### config.mk
export PLATFORM = sky130hd
export DESIGN_NAME = dmwc_ram
export DESIGN_NICKNAME = d
export VERILOG_FILES = /design/src/design/dmwc_ram.sv
export SDC_FILE = /design/constraint.sdc
export NUM_CORES = 2
export LEC_CHECK = 0
export ABC_AREA = 1
export BUFFER_PORTS_ARGS = -buffer_cell sky130_fd_sc_hd__buf_2
export CAP_MARGIN = 20
export CELL_PAD_IN_SITES_DETAIL_PLACEMENT = 0
export CELL_PAD_IN_SITES_GLOBAL_PLACEMENT = 1
export CORE_MARGIN = 5
export CORE_UTILIZATION = 35
export CTS_CLUSTER_DIAMETER = 120
export DETAILED_ROUTE_END_ITERATION = 10
export GPL_ROUTABILITY_DRIVEN = 0
export GPL_TIMING_DRIVEN = 1
export PLACE_DENSITY = 0.57
export SLEW_MARGIN = 30
export SYNTH_ARGS = -nofsm -noshare
export SYNTH_HDL_FRONTEND = slang
export SYNTH_SLANG_ARGS = --single-unit
### constraint.sdc
create_clock -name clk -period 2.6 [get_ports clk]
set_input_delay 0.39 -clock clk [delete_from_list [all_inputs] [get_ports clk]]
set_output_delay 0.39 -clock clk [all_outputs]
set_load 0.1 [all_outputs]
### src/design/dmwc_ram.sv
// Simple dual-port RAM with one write port and one registered read port.
module dmwc_ram #(
  parameter int DATA_W = 8,
  parameter int ADDR_W = 8
) (
  input  logic              clk,
  input  logic              we,
  input  logic [ADDR_W-1:0] waddr,
  input  logic [DATA_W-1:0] wdata,
  input  logic              re,
  input  logic [ADDR_W-1:0] raddr,
  output logic [DATA_W-1:0] rdata
);

  logic [DATA_W-1:0] mem [2**ADDR_W];
  logic [DATA_W-1:0] rdata_r;

  always_ff @(posedge clk) begin
    if (we) begin
      mem[waddr] <= wdata;
    end
    if (re) begin
      rdata_r <= mem[raddr];
    end
  end

  assign rdata = rdata_r;

endmodule

Yosys cells after proc, flatten, opt, wreduce, memory -nomap -nowiden
Memory sizes are Yosys's and may differ from the RTL's. A register that Yosys moved wholly into a read port is not among the register bits. Index checks and enable logic that the tools add are counted.

Register bits: 0. Bits in latches: 0. Memory bits (writable): 2048. Memory bits (read-only): 0. Input bits: 27. Output and inout port bits: 8. Logic and storage cells: 3. Memories: 1.

Memory list: mem (depth 256, bits a word 8, read ports 1, clocked after memory_dff 1, write ports 1, line 15) `logic [DATA_W-1:0] mem [2**ADDR_W];`.

Add/sub/neg operators: 0. Multiply operators: 0. Divide/modulo/power cells: 0. Order comparisons: 0. Equal/unequal tests: 0. Shift operators: 0. Multiplexer cells: 2. Bitwise operators: 0. Reduce and logical (&&, ||, !) cells: 0.

Operator list (number): 2-to-1 mux 1 bit (2).

Longest topological paths before layout
Word-level depth: 2. Gate-level depth with buffers: 15. Mapped depth without buffers: 11.

Least setup slack after synthesis
No wires, ideal clock.

Path type: input port to flip-flop. From: in we. To: mem mem[162][0], enable pin. Setup time: 0.370 ns. Arrival: 1.511 ns. Data required time: 2.230 ns. Slack: 0.719 ns. Stages on the path: 4. Buffers on the path: 2. Cells stage by stage: clkbuf_1 > nand3_1 > clkbuf_1 > nor2_1.

Longest elaborated chain between the ends: 2.

RTL lines: from (decl) (line 7) `input logic we,`; 2-to-1 mux 1 bit (line 19) `if (we) begin`; 2-to-1 mux 1 bit (not written as such) (line 20) `mem[waddr] <= wdata;`; to (decl) (line 15).

Every way passes these cells.

Worst setup path in the final report
From: reg rdata_r[5] (netlist: rdata[5]) (read register of mem). To: out rdata[5].

RTL lines: from (decl) (line 16) `logic [DATA_W-1:0] rdata_r;`; to (decl) (line 12) `output logic [DATA_W-1:0] rdata`.

No word-level cell between the ends.

==> impl_metrics.yaml <==
sta:
  fmax_ghz: 0.426
  timing.final.ws_setup_ps: 252
  whs_ps: 32.9
  skew_ps: 26.5
  finalHoldViolCount: 0
  max_slew_margin_pct: 37.4
  fin_crit_sh_pct: 90.3
  setup_viol: 0
  worstMarginPinSlew_ps: 936
  fin_crit_ps: 2350
  drv_slew: 0
  rsz0062_at_grt: "no"
floorplanning:
  die_w_um: 498
  core_sq_um: 238000
  floorplan.io_pins: 35
  rows: 179
  start_util_pct: 35.1
  die_h_um: 498
  design.die.area_sq_um: 248000
power:
  peakVddDrop_v: 0.000587
  leakage_nw: 35.3
  switching_share_pct: 23.4
  p_sw_mw: 16.8
  clockPowerShare_pct: 41.8
  internal_power_mw: 54.8
  power_frac_seq_pct: 51.1
  p_comb_share_pct: 7.1
  p_per_area_nw_per_um2: 721
synthesis:
  netlist-cell-type-count: 13
  synthesis.area_sq_um: 83500
  synth_fp_nets: 7030
  ys_seq_area_share_pct: 74.0
  avgSynthCellArea_sq_um: 11.9
  synthCells: 7003
  ys_ff_latch: 2056
  ys_warn_count: 0
placed_design:
  io_buffers: 34
  post-place-ws_ps: -410
  place_area_sq_um: 92300
  dpl.hpwl_mm: 166
route:
  drc_errors: 0
  antenna_left: 0
  routed_wl_mm: 265
  drtIter0Drc: 5393
  wl_per_cell_um: 24.5
  viasPerCell: 5.14
  dr.pass1.iters: 5
  route.vias.total: 55653
finish:
  nets: 7496
  synthToLayoutAreaGrowth_pct: 18.8
  drive_above_1_share_pct: 13.7
  fin_area_sq_um: 99200
setup_path:
  critPathLaunchType: "register"
  cp.arrival_ps: 1960
  crit_chain: "buf_2"
  max_stage_delay_ps: 580
  cp_max_fo: 1
  cp_top_family: "flip-flops"
  r2r.worst_path.cells: 10
  cp.depth: 1
  crit_type: "register to output port"
  critPathSlowestCell: "edfxtp_1"
  end_kind: "output port"
  cp.required_ps: 2210
  worst-path-buf-inv: 1
min_path:
  hp-class: "input pin to register"
  whs_path_depth: 1
job:
  max-cap-violations: 0
cts:
  cts_resized: 0
  cts_tree: "built"
  cts_made_buffers: 215
  clk_pin_slew_ps: 60
  clock_latency_ps: 870
  clockBufferDepth: 3
  h-tree-depth: 4
  cts.sinks: 2056
  cts-root-buf: "clkbuf_16"
global_routing:
  grt_pass1_vias: 53997
  grt_pass1_wl_mm: 385
  grt_max_degree: 74
  antenna_found_initial: 16
  grtUsageTotal_pct: 20.9
  overflow: 0
outcome:
  status: "finished, final reports clean"
[cells in the mapped netlist]
| cell type | number | area share, % |
|---|---|---|
| buf_1 | 40 | 0.18 |
| buf_2 | 268 | 1.6 |
| buf_4 | 46 | 0.41 |
| buf_6 | 16 | 0.22 |
| buf_8 | 1 | 0.018 |
| clkbuf_1 | 112 | 0.50 |
| edfxtp_1 | 2056 | 74 |
| inv_1 | 36 | 0.16 |
| inv_2 | 2 | 0.0090 |
| inv_4 | 1 | 0.0075 |
| nand2_1 | 2123 | 9.5 |
| nand3_1 | 2019 | 12 |
| nor2_1 | 283 | 1.3 |
[layer usage]
metal | up-vias | share of wire (%) | GRT usage (%)
met5 | - | 0.0049 | 0
met4 | 2 | 3.0 | 6.55
met3 | 383 | 6.3 | 3.79
met2 | 1601 | 47 | 33.1
met1 | 27802 | 44 | 29.4
li1 | 25865 | - | -
[layout by cell type (no fill, tap or decap), types with 3 or more instances in the layout]
cell	netlist	final
nand2_1	2123	2110
edfxtp_1	2056	2056
nand3_1	2019	2019
buf_4	46	550
nor2_1	283	283
clkbuf_16	0	215
buf_12	0	142
clkinv_1	0	57
clkinv_2	0	56
clkbuf_1	112	37
inv_1	36	33
buf_2	268	21
bufinv_16	0	16
nand2_2	0	13
buf_8	1	11
inv_6	0	9
diode_2	0	7
dlygate4sd3_1	0	7
clkinvlp_4	0	5
clkinv_16	0	3
clkinv_8	0	3
[layout make-up]
| class | count | area [sq um] |
|---|---|---|
| fillers | 22329 | 138000 |
| flip-flops and latches | 2056 | 61700 |
| multi-input cells | 4425 | 19200 |
| repair buffers | 732 | 7320 |
| clock buffers | 252 | 5520 |
| well taps | 3167 | 3960 |
| clock inverters | 150 | 1250 |
| inverters | 39 | 180 |
| diodes | 7 | 17.5 |
[through the flow]
step / std cells / power [mW] / setup TNS [ps] / utilization, %
CTS: 10821 / 72.3 / 0 / 41.7
detailed placement: 10412 / 42.4 / -1840 / 38.8
floorplan: 7003 / 39.6 / 0 / -
finish: 10828 / 71.5 / 0 / 41.7
global route: 10822 / 73.9 / 0 / 41.7
global placement: 10412 / 42.4 / -2000 / 38.8
[timing repair]
action	CTS	global route
hold buffers	7	0
buffers inserted	0	0
hold endpoints to repair	178	0
[path summary, 6_finish.rpt]
kind	startpoint	end	slack (ps)
worst max-delay path	rdata[5]$_DFFE_PP_	rdata[5]	250
worst max register to register	mem[40][3]$_DFFE_PP_	rdata[3]$_DFFE_PP_	450
worst min register to register	mem[182][0]$_DFFE_PP_	rdata[0]$_DFFE_PP_	1090
worst min-delay path	wdata[4]	mem[70][4]$_DFFE_PP_	30
[cell families after synthesis]
kind of cell / after synthesis / synth area share [%]
flip-flops: 2056 / 74.0
buffers and inverters: 522 / 3.12
AND/OR/NAND/NOR: 4425 / 22.9
[flip-flops by register name (all words and copies together) (netlist names)]
register / count
mem: 2048
rdata: 8
[power groups by stage]
| stage | clock network (mW) | registers, mW | logic [mW] |
|---|---|---|---|
| 3_5_place_dp | 0 | 37.3 | 5.09 |
| 4_1_cts | 30.6 | 36.6 | 5.11 |
| 6_report | 29.9 | 36.6 | 5.04 |
| 3_3_place_gp | 0 | 37.3 | 5.09 |
| 2_1_floorplan | 0 | 37.4 | 2.25 |
| 5_1_grt | 31.9 | 36.6 | 5.44 |
Note: power is estimated with default switching activity, not from simulation.
