==> src/design/dmwc_pkg.sv <==
// Shared constants and types for the direct-mapped write-back cache.
package dmwc_pkg;

  localparam int LINE_BYTES_DEF = 8;
  localparam int NUM_LINES_DEF  = 32;
  localparam int ADDR_BITS_DEF  = 16;
  localparam int BYTE_W         = 8;

  typedef enum logic {
    REQ_READ  = 1'b0,
    REQ_WRITE = 1'b1
  } req_type_t;

  // Requests from the sequencer to the tag store.
  typedef struct packed {
    logic fill;       // install the compare tag, valid and clean
    logic set_dirty;  // mark the indexed line dirty
  } tag_upd_t;

  // Lookup result of the tag store for the indexed line.
  typedef struct packed {
    logic hit;
    logic valid;
    logic dirty;
  } tag_stat_t;

endpackage

==> src/design/dmwc_tags.sv <==
// Tag, valid and dirty store with the hit compare for the indexed line.
module dmwc_tags #(
  parameter int NUM_LINES = dmwc_pkg::NUM_LINES_DEF,
  parameter int TAG_W     = 8
) (
  input  logic                         clk,
  input  logic                         rst_n,
  input  logic [$clog2(NUM_LINES)-1:0] idx,
  input  logic [TAG_W-1:0]             cmp_tag,
  input  dmwc_pkg::tag_upd_t           upd,
  output dmwc_pkg::tag_stat_t          stat,
  output logic [TAG_W-1:0]             vic_tag
);
  import dmwc_pkg::*;

  logic [TAG_W-1:0]     tag_r [NUM_LINES];
  logic [NUM_LINES-1:0] valid_r;
  logic [NUM_LINES-1:0] dirty_r;

  always_ff @(posedge clk) begin
    if (upd.fill) begin
      tag_r[idx] <= cmp_tag;
    end
  end

  always_ff @(posedge clk) begin
    if (!rst_n) begin
      valid_r <= '0;
      dirty_r <= '0;
    end else begin
      if (upd.fill) begin
        valid_r[idx] <= 1'b1;
        dirty_r[idx] <= 1'b0;
      end
      if (upd.set_dirty) begin
        dirty_r[idx] <= 1'b1;
      end
    end
  end

  assign vic_tag    = tag_r[idx];
  assign stat.valid = valid_r[idx];
  assign stat.dirty = dirty_r[idx];
  assign stat.hit   = valid_r[idx] && (tag_r[idx] == cmp_tag);

endmodule

==> config.mk <==
export PLATFORM = sky130hd
export DESIGN_NAME = dmwc_tags
export DESIGN_NICKNAME = d
export VERILOG_FILES = /design/src/design/dmwc_pkg.sv /design/src/design/dmwc_tags.sv
export SDC_FILE = /design/constraint.sdc
export NUM_CORES = 1
export LEC_CHECK = 0
export ABC_CLOCK_PERIOD_IN_PS = 4800
export BUFFER_PORTS_ARGS = -buffer_cell sky130_fd_sc_hd__buf_4
export CAP_MARGIN = 30
export CELL_PAD_IN_SITES_DETAIL_PLACEMENT = 1
export CELL_PAD_IN_SITES_GLOBAL_PLACEMENT = 2
export CORE_MARGIN = 3
export CORE_UTILIZATION = 46
export DETAILED_ROUTE_END_ITERATION = 7
export GPL_TIMING_DRIVEN = 0
export PLACE_DENSITY = 0.79
export SETUP_SLACK_MARGIN = 0.3
export SYNTH_ARGS = -nofsm -noshare
export SYNTH_HDL_FRONTEND = slang
export SYNTH_SLANG_ARGS = --single-unit
==> constraint.sdc <==
create_clock -name clk -period 4.8 [get_ports clk]
set_input_delay 1.2 -clock clk [delete_from_list [all_inputs] [get_ports clk]]
set_output_delay 1.2 -clock clk [all_outputs]
set_load 0.1 [all_outputs]
# --- Yosys cells after proc, flatten, opt, wreduce, memory -nomap -nowiden ---
# Memories as Yosys holds them, arrays and structs flattened.
# Cells that the tools add are included.
op_classes:
  magnitude_cmp: 2
  n_eq_ne: 1
  muxes: 11
  bitwise: 4
  n_reduce_logical: 2
ops:
  columns: ["cell", "count"]
  rows:
  - ["$mux 32", 3]
  - ["$or 32x32->32", 2]
  - ["$and 32x32->32", 1]
  - ["$not 32->32", 1]
  - ["$bmux 1 s5", 2]
  - ["$eq 8x8->1", 1]
  - ["$lt 5x6->1 const B", 1]
  - ["$demux 1 s5", 1]
  - ["$ge 5x1->1 const B", 1]
  - ["$mux 1", 5]
  - ["$logic_and 1x1->1", 2]
word_totals:
  regBits: 64
  ram_bits: 256
  inputBits: 17
  elab_cells: 23
  n_memories: 1
memory_table:
  columns: ["memory", "words", "width", "rd", "rd_ports_with_merged_regs", "write_ports", "line", "source"]
  rows:
  - ["tag_r", 32, 8, 1, 0, 1, "dmwc_tags.sv:16", "logic [TAG_W-1:0] tag_r [NUM_LINES];"]

# --- Logic depth before layout (Yosys ltp) ---
logic_depth:
  ltp_word: 10
  mapped_depth: 12
  mapped_depth_nobuf: 7

# --- Worst setup path before layout ---
# No wires, ideal clock.
synth_timing:
  path_kind: "in2out"
  from: "input idx[0]"
  to: "output stat[2] in the netlist's numbering"
  t_arrival_ns: 4.834
  required_ns: 3.600
  setup_slack_ns: -1.234
  stages: 9
  cell_sequence: "buf_6 -> buf_2 -> buf_2 -> buf_4 -> buf_2 -> mux4_2 -> a22oi_1 -> nand4_1 -> and4_1"
synth_lines:
  columns: ["item", "line", "source"]
  rows:
  - ["start: declaration", "dmwc_tags.sv:8", "input logic [$clog2(NUM_LINES)-1:0] idx,"]
  - ["end: declaration", "dmwc_tags.sv:11", "output dmwc_pkg::tag_stat_t stat,"]

==> impl_metrics.py <==
metrics = {
    "pwr": {
        "seqPwrFrac": 0.504,
        "total_power_mw": 6.03,
        "ir_worst_vdd_mv": 0.281,
        "power.switching_mw": 1.40,
        "switching_share": 0.233,
        "p_comb_frac": 0.091,
        "p_per_area_nw_per_um2": 377,
        "p_int_mw": 4.63,
        "clockPowerShare": 0.406,
        "leakage_nw": 5.70,
    },
    "route": {
        "drt_iter0_drc": 714,
        "vias": 8265,
        "viasPerCell": 6.02,
        "antenna_left": 0,
        "drc": 0,
        "wl_per_cell_um": 30.3,
        "wl_um": 41500,
        "first_pass_iters": 5,
    },
    "placed_design": {
        "dpl_worst_slack_ps": -1200,
        "place.port_buffers": 25,
        "dpl.cell_count": 1269,
        "dp_hpwl_um": 26600,
        "dpl-instance-area_um2": 14000,
        "gp_congestion": 0.883,
    },
    "yosys": {
        "yosys.area.top_type": "edfxtp_1",
        "yosysMostFrequentCell": "edfxtp_1",
        "synthTopCellsByCount": "edfxtp_1 (256), mux2i_1 (128), dfxtp_1 (64)",
        "async_flop_share": 0,
        "yosys-top-cells-area": "edfxtp_1 (59%), dfxtp_1 (9.9%), mux2i_1 (9.9%), o22ai_1 (2.9%), mux4_2 (2.8%)",
        "netlist.area_leader.share": 0.595,
        "syn_area_um2": 12900,
        "synth_area_per_cell_um2": 15.4,
        "synth_ff_type": "edfxtp_1",
        "synth_seq_area_share": 0.694,
        "ys_warn_count": 0,
        "synth-seq-cells": 320,
        "synth_cell_type_count": 40,
        "synth_edf_count": 256,
        "synthCells": 842,
        "synthesis.nets": 859,
    },
    "sta": {
        "relSlewSlack": 0.346,
        "rsz0062_at_grt": "yes",
        "slew_violations": 0,
        "hold_slack_ps": 466,
        "skew_ps": 0,
        "max_freq_mhz": 192,
        "worstMarginPinSlew_ps": 979,
        "min_period_over_period": 1.09,
        "setup_viol": 3,
        "hold_viol": 0,
        "tns_ps": -585,
        "fin_crit_ps": 5220,
        "fin_ws_ps": -417,
    },
    "status": {
        "violations": "negative setup slack",
        "status": "finished with violations",
    },
    "floorplanning": {
        "io_pins": 28,
        "die_w_um": 174,
        "die_h_um": 174,
        "dieArea_um2": 30200,
        "core.rowCount": 60,
        "coreArea_um2": 27300,
        "start_util": 0.474,
    },
    "worst_hold_path": {
        "min_to": "valid_r[26]$_SDFFE_PN0P_",
        "whs_path_depth": 1,
        "min_path_type": "register to register",
        "min-delay-start": "valid_r[26]$_SDFFE_PN0P_",
    },
    "critical_path": {
        "cp_data_arrival_time_ps": 4020,
        "crit_family": "simple AND/OR/NAND/NOR gates",
        "slowest_delay_ps": 590,
        "timing.rr.start": "dirty_r[21]$_SDFF_PN0_",
        "crit_chain": "buf_6, buf_4, nand4bb_4, buf_6, buf_12, o22ai_2, or4_1, or4_4, xor2_1, nor4_4, and4_4, buf_12",
        "cp_slowest_cell": "or4_4",
        "ff2ff_setup_slack_ps": 4060,
        "cp-end-kind": "output port",
        "cp_max_fo": 5,
        "r2r_end": "dirty_r[21]$_SDFF_PN0_",
        "critPathRequiredTime_ps": 3600,
        "crit_buf_inv": 5,
        "critPathKind": "input port to output port",
        "worst_r2r_path_depth": 2,
        "start_kind": "input port",
    },
    "clocking": {
        "root_buffer": "clkbuf_16",
        "cts.sinks": 320,
        "clk_pin_slew_worst_paths_ps": 60,
        "hold_buffers": 0,
        "htree_levels": 2,
        "cts_buffers": 35,
        "clock_latency_ps": 500,
        "clk_path_buf_depth": 3,
        "cts_tree": "done",
    },
    "global_routing": {
        "gr-total-overflow": 0,
        "grt_use_met1": 0.333,
        "top_usage_layer": "met2",
        "grtUsageTotal": 0.271,
        "grt_use_met2": 0.489,
        "grt_max_degree": 34,
        "grt_pass1_wl_um": 60000,
        "antenna_found_initial": 0,
        "grt_util_met3": 0.0353,
        "grt_pass1_vias": 8915,
    },
    "finish": {
        "postLayoutCoreUtil": 0.587,
        "n_antenna_cell": 0,
        "design_area_um2": 16000,
        "final_nets": 994,
        "drive_above_1_share": 0.245,
        "final.fill_count": 2525,
        "syn2layout_area_growth_pct": 23.7,
        "layout.cells.non_filler": 1372,
    },
    "run": {
        "max_cap_violations": 0,
    },
}
[layer usage]
layer / vias to the layer above / wire length [um]
met4: 0 / 1510
met3: 84 / 2030
li1: 3537 / -
met1: 4327 / 16100
met2: 317 / 21900
met5: - / 0
[power by group through the flow]
stage          clock [mW]  sequential [mW]  combinational, mW
2_1_floorplan           0             3.09              0.282
3_3_place_gp            0             3.09              0.422
3_5_place_dp            0             3.09              0.441
4_1_cts              2.46             3.04              0.519
5_1_grt              2.60             3.04              0.567
6_report             2.44             3.04              0.547
[sequential cells by signal, indices dropped and copies added (netlist names)]
signal,count
valid_r,32
dirty_r,32
tag_r,256
[worst max path at each step]
stage | start | to | slack [ps] | cells after the start
CTS | idx[0] | stat[2] | -360 | 10
global route | idx[0] | stat[2] | -450 | 15
global placement | idx[4] | stat[2] | -1120 | 11
detailed placement | idx[4] | stat[2] | -1200 | 11
finish | idx[1] | stat[2] | -420 | 12
floorplan | idx[0] | stat[2] | -600 | 9
[final cells by class]
class | count | area (um2) | area share
clock buffers | 46 | 948 | 0.0593
plain buffers | 59 | 639 | 0.0400
flip-flops and latches | 320 | 8970 | 0.561
clock inverters | 14 | 82.6 | 0.00516
well taps | 372 | 465 | 0.0291
repair buffers | 98 | 1020 | 0.0641
multi-input cells | 463 | 3860 | 0.241
[cell families (layout without fill, tap and decap cells)]
kind of cell           Yosys count  count (layout)  share of synthesized area
XOR/XNOR                         8               8                    0.00542
buffers and inverters           59             217                     0.0270
AND/OR/NAND/NOR                148             148                     0.0643
multiplexers                   144             144                      0.127
AO/OA/AOI/OAI                  163             163                     0.0827
flip-flops                     320             320                      0.694
[layout by cell type (no fill, tap or decap), types with 27 or more instances in the layout]
cell       instances
edfxtp_1         256
mux2i_1          122
dfxtp_1           64
buf_4             59
o22ai_1           53
nor2_1            42
nand2_1           38
buf_6             36
clkbuf_16         36
o21a_1            32
o21ai_0           32
a21boi_0          32
clkbuf_1          27
[what timing repair did]
item | in CTS | in global routing
buffers inserted | 37 | 1
resized for setup | 98 | 30
setup endpoints to repair | 11 | 8
pin swaps | 16 | 6
gates cloned | 3 | 0
Note: power is estimated with default switching activity, not from simulation.
